File: src/hdl/ctp_pkg.sv
// ----------------------------------------------------------------------------
// ctp_pkg
// Shared types and constants of the component copy provenance tracker.
// ----------------------------------------------------------------------------
`default_nettype none

package ctp_pkg;

	localparam int NUM_REGS  = 64;
	localparam int REG_W     = $clog2(NUM_REGS);
	localparam int IDX_W     = 12;
	localparam int RINSTR_W  = IDX_W + 1;
	localparam int CNT_W     = 7;
	localparam int NCOMP     = 4;
	localparam int IN_DATA_W  = 40;
	localparam int OUT_DATA_W = 48;

	// operation classes
	localparam logic [2:0] OP_ARITH = 3'd0;
	localparam logic [2:0] OP_TEX   = 3'd1;
	localparam logic [2:0] OP_MOV   = 3'd2;
	localparam logic [2:0] OP_CMOV  = 3'd3;
	localparam logic [2:0] OP_CMP   = 3'd4;

	// value kinds
	localparam logic [1:0] KIND_ARITH = 2'd0;
	localparam logic [1:0] KIND_TEX   = 2'd1;
	localparam logic [1:0] KIND_COPY  = 2'd2;
	localparam logic [1:0] KIND_CMP   = 2'd3;

	// swizzle modes
	localparam logic [1:0] SWZ_LANES = 2'd1;
	localparam logic [1:0] SWZ_BCAST = 2'd2;

	typedef struct packed {
		logic signed [RINSTR_W-1:0] instr;
		logic [REG_W-1:0]           rnum;
		logic [1:0]                 comp;
	} root_t;

	localparam int ROOT_W = $bits(root_t);

	typedef struct packed {
		logic [REG_W-1:0]      dreg;
		logic [1:0]            kind;
		logic [IDX_W-1:0]      idx;
		logic [NCOMP-1:0]      mask;
		root_t [NCOMP-1:0]     roots;
	} emit_item_t;

	function automatic logic [1:0] kind_of(input logic [2:0] op);
		logic [1:0] k;
		case (op)
			OP_TEX:  k = KIND_TEX;
			OP_MOV:  k = KIND_COPY;
			OP_CMOV: k = KIND_COPY;
			OP_CMP:  k = KIND_CMP;
			default: k = KIND_ARITH;
		endcase
		return k;
	endfunction

	// initial contents of a table entry
	function automatic root_t init_root(input logic [REG_W-1:0] r, input logic [1:0] c);
		root_t v;
		v.instr = '1;
		v.rnum  = r;
		v.comp  = c;
		return v;
	endfunction

endpackage

`default_nettype wire

File: src/hdl/ctp_emit.sv
// ----------------------------------------------------------------------------
// ctp_emit
// Output stage: holds one instruction's results and sends its written
// components from x to w, one per handshake.
// ----------------------------------------------------------------------------
`default_nettype none

module ctp_emit (
	input  wire logic                              clk,
	input  wire logic                              arst_n,
	input  wire logic                              load,
	input  wire ctp_pkg::emit_item_t               item,
	output      logic                              ready,
	output      logic                              m_tvalid,
	input  wire logic                              m_tready,
	// component, register_written, value_kind, defining_instruction,
	// root instr, root reg, root comp, written_mask (from bit 0)
	output      logic [ctp_pkg::OUT_DATA_W-1:0]    m_tdata,
	output      logic                              m_tlast
);
	import ctp_pkg::*;

	emit_item_t       item_q;
	logic [NCOMP-1:0] rem_q;
	logic [1:0]       cur;
	logic [NCOMP-1:0] cur_bit;
	root_t            r;

	always_comb begin
		cur = 2'd3;
		if (rem_q[0]) begin
			cur = 2'd0;
		end else if (rem_q[1]) begin
			cur = 2'd1;
		end else if (rem_q[2]) begin
			cur = 2'd2;
		end
		cur_bit = NCOMP'(1) << cur;
		r       = item_q.roots[cur];
	end

	assign m_tvalid = |rem_q;
	assign m_tlast  = (rem_q & ~cur_bit) == '0;
	assign ready    = !m_tvalid || (m_tready && m_tlast);
	assign m_tdata  = {1'b0, item_q.mask, r.comp, r.rnum, r.instr, item_q.idx,
		item_q.kind, item_q.dreg, cur};

	always_ff @(posedge clk or negedge arst_n) begin
		if (!arst_n) begin
			rem_q <= '0;
		end else if (load) begin
			rem_q <= item.mask;
		end else if (m_tvalid && m_tready) begin
			rem_q <= rem_q & ~cur_bit;
		end
	end

	always_ff @(posedge clk) begin
		if (load) begin
			item_q <= item;
		end
	end

endmodule

`default_nettype wire

File: config.mk
export PLATFORM = sky130hd
export DESIGN_NAME = ctp_emit
export DESIGN_NICKNAME = d
export VERILOG_FILES = /design/src/hdl/ctp_pkg.sv /design/src/hdl/ctp_emit.sv
export SDC_FILE = /design/constraint.sdc
export NUM_CORES = 1
export LEC_CHECK = 0
export ABC_CLOCK_PERIOD_IN_PS = 1600
export BUFFER_PORTS_ARGS = -buffer_cell sky130_fd_sc_hd__buf_2
export CAP_MARGIN = 10
export CORE_AREA = 2 2 98 100
export DETAILED_ROUTE_END_ITERATION = 10
export DIE_AREA = 0 0 100 102
export PLACE_DENSITY = 0.78
export SETUP_SLACK_MARGIN = 0.5
export SLEW_MARGIN = 15
export SYNTH_ARGS = -nofsm -noshare
export SYNTH_HDL_FRONTEND = slang
export SYNTH_SLANG_ARGS = --single-unit
export TNS_END_PERCENT = 100
File: constraint.sdc
create_clock -name clk -period 1.6 [get_ports clk]
set_input_delay 0.24 -clock clk [delete_from_list [all_inputs] [get_ports clk]]
set_output_delay 0.24 -clock clk [all_outputs]
set_load 0.02 [all_outputs]
---- Yosys cells after proc, flatten, opt, wreduce, memory -nomap -nowiden ----
Cells that the tools add are included.
storage, ports and cells
  logic and storage cells ................. 35
  output and inout port bits .............. 51
  register bits after elaboration ......... 112
operators by class
  reductions and logical operators ........ 7
  shift operators ......................... 1
  $lt $le $gt $ge ......................... 1
  mux-type cells .......................... 7
  bitwise operators ....................... 2
operators by type and width
  cell                                                 number
  binary-select mux 21 bit (select 2 bit)              1
  two-way mux 21 bit                                   1
  two-way mux 4 bit                                    2
  bitwise AND 4 bit                                    1
  logical NOT 4 bit                                    1
  two-way mux 2 bit                                    2
  inverter 4 bit                                       1
  OR reduction 4 bit                                   1
  << shifter 1 x 2 -> 4 bit (first input constant)     1
  < comparator 2 x 3 -> 1 bit (second input constant)  1
  logical AND 1 bit                                    2
  nonzero test 2 bit                                   1
  logical NOT 1 bit                                    1
  logical OR 1 bit                                     1
  two-way mux 1 bit                                    1

---- Longest topological paths before layout ----
Gate-level depths: netlist (run 1).
  word-level depth ........................ 9
  mapped depth ............................ 5
  gate-level depth less buffers ........... 3

---- Worst setup path after synthesis (run 1) ----
No wires, ideal clock.
  kind .................................... register to output
  from .................................... register rem_q[2]
  to ...................................... output port m_tdata[34] (netlist name)
  arrival time ............................ 1232 ps
  path buffers ............................ 1
  setup slack ............................. 128 ps
  stages on the path, launching flop included .. 5
  cells stage by stage .................... dfrtp_1 -> buf_6 -> mux2_2 -> mux2i_1 -> o21ai_0
on the way
  word-level cells in the longest chain between the ends .. 5
ends and longest elaborated chain
  element                                   RTL line        text
  start: declaration                        ctp_emit.sv:24  logic [NCOMP-1:0] rem_q;
  start signal: assignment                  ctp_emit.sv:52  rem_q <= item.mask;
  start signal: assignment                  ctp_emit.sv:54  rem_q <= rem_q & ~cur_bit;
  two-way mux 1 bit                         ctp_emit.sv:35  end else if (rem_q[2]) begin
  two-way mux 2 bit                         ctp_emit.sv:33  end else if (rem_q[1]) begin
  two-way mux 2 bit                         ctp_emit.sv:31  if (rem_q[0]) begin
  binary-select mux 21 bit (select 2 bit)   ctp_emit.sv:39  r = item_q.roots[cur];
  two-way mux 21 bit (implied by the code)  ctp_emit.sv:39
  end: declaration                          ctp_emit.sv:18  output logic [ctp_pkg::OUT_DATA_W-1:0] m_tdata,
No other way between the ends. The select of a mux whose other input is x is not followed.

---- Final worst setup path (run 1) ----
  from .................................... register rem_q[2]
  to ...................................... output port m_tdata[36] (netlist name)
Same word-level chain as after synthesis.

==> results of run 1 <==
[metal layers]
layer / part of all wire [%] / wire length [µm]
met1: 40 / 3715
met2: 54 / 5029
met3: 5.0 / 465
met4: 1.2 / 113
met5: 0 / 0
[metrics by stage]
stage / setup slack, ns / instances / power, W / setup TNS (ns)
after floorplan: 0.2399 / 259 / 0.004228 / 0
after global placement: 0.07349 / 502 / 0.004563 / 0
after detailed placement: 0.03904 / 502 / 0.004599 / 0
after CTS: -0.2607 / 525 / 0.006316 / -5.780
after global routing: -0.3445 / 526 / 0.006580 / -7.279
final: -0.2435 / 526 / 0.006339 / -5.203
[cells by family (layout without fill, tap and decap cells)]
group	Yosys count	count (layout)	synth area share, %
buffers and inverters	39	195	6.744
other	1	1	0.08529
DFF	112	112	76.04
and+or+nand+nor	32	32	3.870
muxes	27	27	6.317
AOI/OAI and AO/OA	46	46	6.488
adders and majority gates	2	2	0.4553
[sequential cells by signal, summed over array words and instances, names as in the netlist]
signal / count
m_tdata: 24
rem_q: 4
item_q: 84
[cell type report]
cell class                      count  area (µm²)
Timing Repair Buffer              177        1301
Clock buffer                        9       123.9
Clock inverter                      7       46.29
Multi-Input combinational cell    108       968.4
Sequential cell                   112        3347
Fill cell                         683        3176
Tap cell                          111       138.9
Inverter                            2       7.507
[worst max-delay path: cells and delay by family (launching register included)]
family,cells,cell delay (ns)
buf+inv,2,0.26
compound gates,1,0.08
mux,2,0.52
flops,1,0.38
[path summary, 6_finish.rpt]
check | startpoint | to | slack, ns
worst min-delay path | item[47] | item_q[47] | 0.04
worst min register to register | rem_q[3] | rem_q[3] | 0.64
worst max-delay path | rem_q[2] | m_tdata[36] | -0.24
max in group asynchronous | arst_n | rem_q[0] | 1.25
worst max register to register | rem_q[0] | rem_q[3] | 0.20
min in group asynchronous | arst_n | rem_q[3] | 0.22
[cells in the final DEF, fill, tap and decap left out, types with 2 or more instances in the layout]
cell	instances
mux2i_2	5
a211oi_2	13
inv_6	2
o21ai_2	4
mux2i_1	15
a21oi_2	14
a211oi_1	2
dfrtp_2	3
buf_12	6
buf_2	114
buf_4	17
clkbuf_8	9
edfxtp_1	108
o21ai_1	8
mux2_2	6
maj3_2	2
buf_6	36
clkinv_1	2
nor2b_1	15
nand2_1	10
[report_power, final]
| group | leakage, nW | total (W) | switching, W | internal [W] |
|---|---|---|---|---|
| clock network | 0.0851 | 0.00152 | 0.000950 | 0.000569 |
| registers | 1.10 | 0.00356 | 0.0000942 | 0.00347 |
| logic | 1.16 | 0.00126 | 0.000641 | 0.000614 |
| total | 2.35 | 0.00634 | 0.00168 | 0.00465 |
[timing repair]
action	4_1_cts	5_1_grt
resized for setup	87	27
endpoints found under the setup margin	52	54
hold buffers	1	0
hold endpoints to repair	4	0
buffers inserted	5	0
cloned	1	1
pin swaps	4	1
==> key figures, run 1 <==
Routing
  • First DRT Iteration DRCs: around 140
  • DRC: 0
  • Vias: ~2700
  • Total routed wirelength: a little over 9 mm
  • Routed length per instance: 17.73 µm
  • Antenna Nets Post-Route: 0
  • Via density: 5.040
  • Pre-antenna DRT Iters: 4

GRT
  • Met2 usage: a little under a third
  • Overflow after GRT: 0
  • Met1 Usage GRT: 21.07%
  • Total Routing Usage GR: between 10% and 20%
  • Met3 GRT Util: just over 5%
  • Vias in the first global route: around 2800
  • GR peak layer: met2
  • Global-route wire length before repair: ~14 mm
  • Largest net degree at the start of global routing: 69
  • Antenna violations before repair: 0

Setup path
  • Req. time, crit path: around 1.4 ns
  • Critical path startpoint category: flip-flop
  • CP Capture Type: primary output
  • R2R cell count: 4
  • Worst path max stage delay: between 0.3 and 0.4 ns
  • CP Cell Sequence: buf_6 -> mux2_2 -> mux2i_2 -> o21ai_2 -> buf_6
  • Worst path slowest cell: dfrtp_2
  • Max FO, Critical Path: 6
  • Crit path top cell by count: buf_6
  • CP arrival: about 1.6 ns
  • CP Class: flip-flop to primary output

Flow run
  • Max-cap violations: 0

STA
  • Fmax: about 0.54 GHz
  • Final setup viols: 25
  • Hold Vio Cnt, Final: 0
  • Setup ws final: -0.2435 ns
  • Tmin final: 1.843 ns
  • Crit share post-route: 115.2%
  • Fin Clk Skew: 0.0001766 ns
  • Final hold slack: around 0.037 ns
  • Slew Limit Fails: 0
  • RSZ-0062 raised after global routing: yes

Yosys
  • Post-synth EDFFs: between 100 and 150
  • Synth top area share: 73.76%
  • Post-synth ARST share: roughly 3.6%
  • Top cells by area, synth: edfxtp_1, buf_4, mux2i_1
  • Main synth FF type: edfxtp_1
  • Syn nets: about 370
  • Area leader, netlist: edfxtp_1
  • Distinct cells, synth: 25
  • #FFs+latches synth: roughly 110
  • Synth Warn #: 0
  • Top cell types by occurrence after synthesis: edfxtp_1, buf_4, mux2i_1, a21oi_1
  • Most common cell in the synthesized netlist: edfxtp_1
  • Post-Synthesis Cells: 259
  • Synthesized area per cell: 16.98 µm²
  • Sequential area share after synthesis: around three quarters
  • Synthesized cell area: roughly 4400 µm²

Run status
  • Failing checks: setup timing
  • Status: finished, violations left

CTS
  • Clock-pin slew on the worst setup and hold paths: ~0.11 ns
  • Clock sink count: ~110
  • Worst-skew pair later-pin latency: roughly 0.36 ns
  • CTS H-tree depth: 3
  • Max Root-Sink Buffers: 2
  • CTS buffer count: 9
  • CTS tree: yes
  • Root Buffer: clkbuf_8

Placement
  • HPWL after DPL: between 5 and 6 mm
  • DP Area: roughly 5300 µm²
  • Port Buffers: 161
  • Gp weighted congestion: between 0.7 and 0.8

Floorplanning
  • Std cell rows: 35
  • Die area: 10200 µm²
  • Core area: about 9000 µm²
  • Initial Utilization: a little under 50%
  • Die X: 100 µm
  • I/O pin count: between 150 and 200
  • Die Y: around 100 µm

Power
  • Power density over the cells: around 1100 nW/µm²
  • Peak supply drop: about 0.56 mV
  • Pleak: around 2.3 nW

Finish
  • Layout Utilization: between 60% and 70%
  • # diodes: 0
  • Post-route cell area: between 5000 and 6000 µm²
  • Syn-to-layout area delta: 34.95%
  • Share of cells above drive strength 1: between 50% and 60%
  • Fin nets: between 500 and 600

Hold path
  • Worst hold path type: primary input to flip-flop
  • Hold depth: 1
No activity file was read; power rests on OpenSTA's default activity.
==> run 2, diff against run 1 <==
--- a/config.mk
+++ b/config.mk
@@ -5,13 +5,13 @@
 export SDC_FILE = /design/constraint.sdc
 export NUM_CORES = 1
 export LEC_CHECK = 0
-export ABC_CLOCK_PERIOD_IN_PS = 1600
+export ABC_CLOCK_PERIOD_IN_PS = 2200
 export BUFFER_PORTS_ARGS = -buffer_cell sky130_fd_sc_hd__buf_2
 export CAP_MARGIN = 10
-export CORE_AREA = 2 2 98 100
+export CORE_AREA = 2 2 95 97
 export DETAILED_ROUTE_END_ITERATION = 10
-export DIE_AREA = 0 0 100 102
-export PLACE_DENSITY = 0.78
+export DIE_AREA = 0 0 97 99
+export PLACE_DENSITY = 0.83
 export SETUP_SLACK_MARGIN = 0.5
 export SLEW_MARGIN = 15
 export SYNTH_ARGS = -nofsm -noshare
==> constraint.sdc (replaced) <==
create_clock -name clk -period 2.2 [get_ports clk]
set_input_delay 0.33 -clock clk [delete_from_list [all_inputs] [get_ports clk]]
set_output_delay 0.33 -clock clk [all_outputs]
set_load 0.02 [all_outputs]
==> run 2 against run 1 <==
The run now ends clean. Worst setup slack better by 0.48 ns. Die area is 5.9% lower. Sequential power is 28% lower. Global-route usage is 0.50 points higher. Sequential share of layout area is 2.7 points higher. Core utilization is 1.1 points higher. Critical path depth is 1 lower. Critical path type unchanged. Largest power group unchanged. Highest routed layer unchanged.
==> key figures, run 2 (synthesis results as in run 1) <==
GRT
  • Global-route wire length before repair: 13.38 mm (-2.2%)
  • Total Routing Usage GR: 18.32% (+0.50 points)
  • Overflow after GRT: 0 (unchanged)
  • Antenna violations before repair: 0 (unchanged)
  • Vias in the first global route: 2673 (-3.4%)
  • Largest net degree at the start of global routing: 63 (-8.7%)

CTS
  • CTS buffer count: 9 (unchanged)
  • Worst-skew pair later-pin latency: 0.35 ns (about the same)
  • CTS tree: yes
  • Clock-pin slew on the worst setup and hold paths: 0.11 ns (about the same)
  • CTS H-tree depth: 3 (unchanged)
  • Root Buffer: clkbuf_8
  • Max Root-Sink Buffers: 2 (unchanged)
  • Clock sink count: 112 (unchanged)

STA
  • RSZ-0062 raised after global routing: yes
  • Crit share post-route: between 80% and 90%
  • Fin Clk Skew: 0.007308 ns (+0.007131 ns)
  • Post-Route Setup TNS: 0 ns (+5.203 ns)
  • Hold Vio Cnt, Final: 0 (unchanged)
  • Final hold slack: 0.1332 ns (+0.09598 ns)
  • Slew Limit Fails: 0 (unchanged)
  • Tmin final: 1.964 ns
  • Final setup viols: 0 (-100%)
  • Fmax: 0.5093 GHz

Finish
  • Commonest non-fill, non-tap cell in the layout: buf_2
  • # diodes: 0 (unchanged)
  • Highest-count cells in the layout ignoring fill and taps: buf_2, edfxtp_1, mux2i_1, buf_4
  • Largest register FFs: 84 (unchanged)
  • Share of cells above drive strength 1: 52.26% (-7.0 points)
  • Syn-to-layout area delta: 28.88%
  • Biggest register: item_q
  • Fill count: 586 (-14%)
  • Finished Layout Cells: 529 (+0.57%)
  • Fin nets: 529 (+1.3%)

Power
  • Power density over the cells: 788.2 nW/µm² (-26%)
  • Peak supply drop: 0.4641 mV (-17%)
  • Pleak: 2.300 nW (-2.0%)

Placement
  • HPWL after DPL: 5.873 mm (-1.2%)
  • Port Buffers: 161 (unchanged)
  • Gp weighted congestion: 0.7552 (+6.9%)
  • Placed instance count: 498 (-0.80%)

Floorplanning
  • Die Y: 99 µm (-2.9%)
  • Die area: 9603 µm² (-5.9%)
  • Std cell rows: 34 (-2.9%)
  • Initial Utilization: 51.42% (+3.2 points)
  • I/O pin count: 163 (unchanged)
  • Core area: 8551 µm² (-6.1%)
  • Die X: 97 µm (-3.0%)

Setup path
  • CP Capture Type: primary output
  • Critical path startpoint category: flip-flop
  • Worst path max stage delay: 0.50 ns (+0.12 ns)
  • Worst path slowest cell: dfrtp_2
  • CP arrival: 1.63 ns (+0.03 ns)
  • CP Class: flip-flop to primary output
  • CP Cell Sequence: buf_4 -> a2111o_1 -> o31ai_4 -> buf_6
  • Max FO, Critical Path: 6 (unchanged)
  • Req. time, crit path: 1.87 ns (+0.51 ns)
  • R2R cell count: 4 (unchanged)

Routing
  • Antenna Nets Post-Route: 0 (unchanged)
  • First DRT Iteration DRCs: 77 (-47%)
  • Routed length per instance: 16.78 µm (-5.3%)
  • Vias: 2613 (-1.4%)
  • Total routed wirelength: 8.876 mm (-4.8%)
  • Pre-antenna DRT Iters: 6 (+2)
  • Via density: 4.940 (-2.0%)
  • DRC: 0 (unchanged)

Hold path
  • Hold depth: 1 (unchanged)
  • Worst hold path type: primary input to flip-flop

Run status
  • Status: finished, final reports clean

Flow run
  • Max-cap violations: 0 (unchanged)
## run 2: cell types whose count changed in the layout (fill, tap and decap cells not counted), moves of 10 or more
| cell | change |
|---|---|
| a21oi_1 | +14 |
| a211oi_2 | -10 |
| a211oi_1 | +10 |
| buf_6 | -25 |
| a21oi_2 | -13 |
| buf_2 | +28 |
## run 2: worst paths after layout
check,start,slack [ns],endpoint
setup / recovery,rem_q[0],0.24,ready
hold / removal,item[43],0.13,item_q[43]
setup reg to reg,rem_q[0],0.85,rem_q[3]
hold reg to reg,rem_q[3],0.70,rem_q[3]
max in group asynchronous,arst_n,1.76,rem_q[0]
min in group asynchronous,arst_n,0.30,rem_q[3]
## run 2: routing by layer
metal	up-vias	share of wire [%]	global-route usage, %
li1	1269	-	-
met1	1256	37	20.61
met2	80	58	34.08
met3	8	4.4	4.539
met4	0	1.2	6.176
met5	-	0	0
## run 2: area by class of cell
type	count	area, µm²	area share, %
well taps	108	135.1	2.385
multi-input cells	108	814.5	14.37
flip-flops and latches	112	3347	59.06
repair buffers	184	1195	21.09
clock inverters	6	43.79	0.7728
inverters	2	7.507	0.1325
clock buffers	9	123.9	2.186
## run 2: repair_timing
item / in CTS / in global routing
hold buffers: 1 / 0
pin swaps: 10 / 5
gates cloned: 2 / 0
resized for setup: 52 / 11
setup endpoints to repair: 26 / 26
buffers inserted: 9 / 4
endpoints found under the hold margin: 4 / 0
## run 2: report_power, final
| part | total [W] | switching [W] | internal (W) | leakage, nW |
|---|---|---|---|---|
| clock | 0.00108 | 0.000673 | 0.000411 | 0.0758 |
| combinational | 0.000805 | 0.000426 | 0.000379 | 1.12 |
| sequential | 0.00258 | 0.0000561 | 0.00252 | 1.10 |
## run 2: critical path: cells and delay by family, from the launching register on
kind            cells  cell delay (ns)
flops               1             0.50
compound gates      2             0.47
buf+inv             2             0.32
## run 2: through the flow
stage / util [%] / total power (W) / instance area (µm²) / worst slack [ns]
finish: 66.27 / 0.004467 / 5667 / 0.2363
global route: 66.27 / 0.004653 / 5667 / 0.1559
CTS: 65.48 / 0.004472 / 5599 / 0.2426
detailed placement: 60.14 / 0.003275 / 5142 / 0.3769
global placement: 60.14 / 0.003250 / 5142 / 0.3878
floorplan: - / 0.003023 / 4397 / 0.6378
==> run 3, diff against run 2 <==
--- a/config.mk
+++ b/config.mk
@@ -8,9 +8,9 @@
 export ABC_CLOCK_PERIOD_IN_PS = 2200
 export BUFFER_PORTS_ARGS = -buffer_cell sky130_fd_sc_hd__buf_2
 export CAP_MARGIN = 10
-export CORE_AREA = 2 2 95 97
+export CORE_AREA = 2 2 68 134
 export DETAILED_ROUTE_END_ITERATION = 10
-export DIE_AREA = 0 0 97 99
+export DIE_AREA = 0 0 70 136
 export PLACE_DENSITY = 0.83
 export SETUP_SLACK_MARGIN = 0.5
 export SLEW_MARGIN = 15
==> run 3 against run 2 <==
Clock skew decreased by 0.0049 ns. Largest power group unchanged. Wire length decreased by 0.75%. Critical path depth increased by 1. Sequential cell count unchanged. Die area decreased by 0.86%. First-iteration DRC count increased by 62%. Worst hold slack improved by 0.024 ns.
==> key figures, run 3 (synthesis results as in run 1) <==
GRT
  • Antenna violations before repair: 2 (+2)
  • Global-route wire length before repair: 13.01 mm (-2.7%)
  • Largest net degree at the start of global routing: 49 (-22%)
  • Overflow after GRT: 0 (unchanged)
  • Total Routing Usage GR: 18.49% (+0.16 points)
  • Vias in the first global route: 2736 (+2.4%)

CTS
  • Worst-skew pair later-pin latency: 0.33 ns (-0.02 ns)
  • Max Root-Sink Buffers: 2 (unchanged)
  • CTS buffer count: 9 (unchanged)
  • Clock-pin slew on the worst setup and hold paths: 0.07 ns (-0.04 ns)
  • Clock sink count: 112 (unchanged)
  • CTS tree: yes
  • Root Buffer: clkbuf_16
  • CTS H-tree depth: 3 (unchanged)

Finish
  • Syn-to-layout area delta: 29.43%
  • Multi-input gate area: 847.1 µm² (+4.0%)
  • Largest register FFs: 84 (unchanged)
  • Share of cells above drive strength 1: 53.72% (+1.5 points)
  • Biggest register: item_q
  • Fill count: 608 (+3.8%)
  • Fin nets: 526 (-0.57%)
  • Highest-count cells in the layout ignoring fill and taps: buf_2, edfxtp_1, buf_4, mux2i_1, a21oi_1
  • Layout Utilization: 66.73% (+0.45 points)
  • Reg area: 3349 µm² (about the same)
  • Commonest non-fill, non-tap cell in the layout: buf_2

Placement
  • HPWL after DPL: 6.136 mm (+4.5%)
  • Gp weighted congestion: 0.8421 (+12%)
  • Port Buffers: 161 (unchanged)
  • Dpl ws: 0.3500 ns (-0.02694 ns)

Run status
  • Status: finished, final reports clean

Power
  • Clk pwr share: 30.3% (+6.0 points)
  • Peak supply drop: 0.7072 mV (+52%)
  • Switch share: 24.37% (-1.5 points)
  • Switching pwr: 0.001174 W (+1.7%)
  • Combinational share of power: 16.0% (-2.0 points)
  • Seq pwr share: 53.7% (-4.0 points)
  • Power density over the cells: 846.8 nW/µm² (+7.4%)
  • Cell Int Power: 0.003644 W (+10%)
  • Pleak: 2.312 nW (+0.56%)

Flow run
  • Max-cap violations: 0 (unchanged)

Hold path
  • Worst hold path type: primary input to flip-flop

Setup path
  • CP Capture Type: primary output
  • CP arrival: 1.63 ns (about the same)
  • Max FO, Critical Path: 10 (+4)
  • Req. time, crit path: 1.87 ns (about the same)
  • CP Cell Sequence: nor2_4 -> buf_8 -> a211oi_1 -> a21oi_1 -> buf_4
  • Buf/Inv on CP: 2 (unchanged)
  • CP Class: flip-flop to primary output
  • Worst path max stage delay: 0.55 ns (+0.05 ns)
  • Worst path slowest cell: dfrtp_4
  • Critical path startpoint category: flip-flop
  • CP delay by family, top: flip-flops

Floorplanning
  • Std cell rows: 48 (+41%)
  • Die X: 70 µm (-28%)
  • Die Y: 136 µm (+37%)
  • Die area: 9520 µm² (-0.86%)
  • Initial Utilization: 51.56% (+0.14 points)
  • I/O pin count: 163 (unchanged)
  • Core area: 8528 µm² (-0.26%)

Routing
  • Via density: 5.094 (+3.1%)
  • Pre-antenna DRT Iters: 4 (-2)
  • Total routed wirelength: 8.809 mm (-0.75%)
  • Routed length per instance: 16.97 µm (+1.2%)
  • DRC: 0 (unchanged)
  • Vias: 2644 (+1.2%)
  • First DRT Iteration DRCs: 125 (+62%)
  • Antenna Nets Post-Route: 0 (unchanged)

STA
  • RSZ-0062 raised after global routing: yes
  • Setup ws final: 0.2436 ns (+0.007247 ns)
  • Post-Route Setup TNS: 0 ns (unchanged)
  • Final setup viols: 0 (unchanged)
  • Crit share post-route: 88.93% (-0.33 points)
  • Tmin final: 1.956 ns (-0.007247 ns)
  • Fin Clk Skew: 0.002422 ns (-0.004886 ns)
  • Hold Vio Cnt, Final: 0 (unchanged)
  • Fmax: 0.5111 GHz (+0.37%)
  • Slew Limit Fails: 0 (unchanged)
## run 3: cell types whose count changed in the layout (fill, tap and decap cells not counted), sizes merged
cell      change
clkinv        -1
clkinvlp      -1
diode         +2
clkbuf        +1
buf           -4
inv           +1
## run 3: per-layer routing
layer / wire, µm / track usage (%)
met5: 0 / 0
met4: 312 / 10.47
met3: 383 / 4.225
met2: 5062 / 33.92
met1: 3051 / 18.95
## run 3: worst paths after layout
check / slack (ns) / startpoint / end / cells past startpoint
max in group asynchronous: 1.73 / arst_n / rem_q[0] / 2
min reg2reg: 0.64 / rem_q[3] / rem_q[3] / 2
min: 0.16 / item[21] / item_q[21] / 1
min in group asynchronous: 0.33 / arst_n / rem_q[2] / 2
max: 0.24 / rem_q[0] / m_tdata[29] / 5
max reg2reg: 0.75 / rem_q[0] / rem_q[3] / 4
## run 3: metrics by stage
step | hold WS [ns] | instance area, µm² | cells | power, W
floorplan | 0.03441 | 4397 | 259 | 0.003023
global placement | 0.1392 | 5127 | 491 | 0.003251
detailed placement | 0.1434 | 5127 | 491 | 0.003275
CTS | 0.1505 | 5610 | 517 | 0.004816
global route | 0.1435 | 5690 | 519 | 0.005010
finish | 0.1576 | 5690 | 519 | 0.004818
## run 3: final cells by class
| cell class | instances | area share [%] |
|---|---|---|
| Antenna cell | 2 | 0.08795 |
| Multi-Input combinational cell | 108 | 14.89 |
| Clock buffer | 9 | 3.958 |
| Clock inverter | 5 | 0.7256 |
| Inverter | 2 | 0.1319 |
| Tap cell | 100 | 2.199 |
| Timing Repair Buffer | 181 | 19.15 |
| Sequential cell | 112 | 58.86 |
## run 3: worst reg2reg max path, stage by stage, from the launching register on
cell and delay [ns]:
dfrtp_4 0.55, buf_4 0.21, or3b_1 0.40, o21ai_1 0.12, o21ai_1 0.06
## run 3: what timing repair did
action | in CTS | in global routing
hold endpoints to repair | 4 | 0
pin swaps | 4 | 9
resized for setup | 41 | 21
hold buffers | 1 | 0
setup buffers | 10 | 0
setup endpoints to repair | 26 | 26
cloned | 1 | 0
## run 3: power by group through the flow
stage          combinational, W  sequential (W)  clock, W
2_1_floorplan          0.000420         0.00260         0
3_3_place_gp           0.000625         0.00263         0
3_5_place_dp           0.000641         0.00263         0
4_1_cts                0.000744         0.00258   0.00149
5_1_grt                0.000825         0.00260   0.00158
6_report               0.000772         0.00259   0.00146
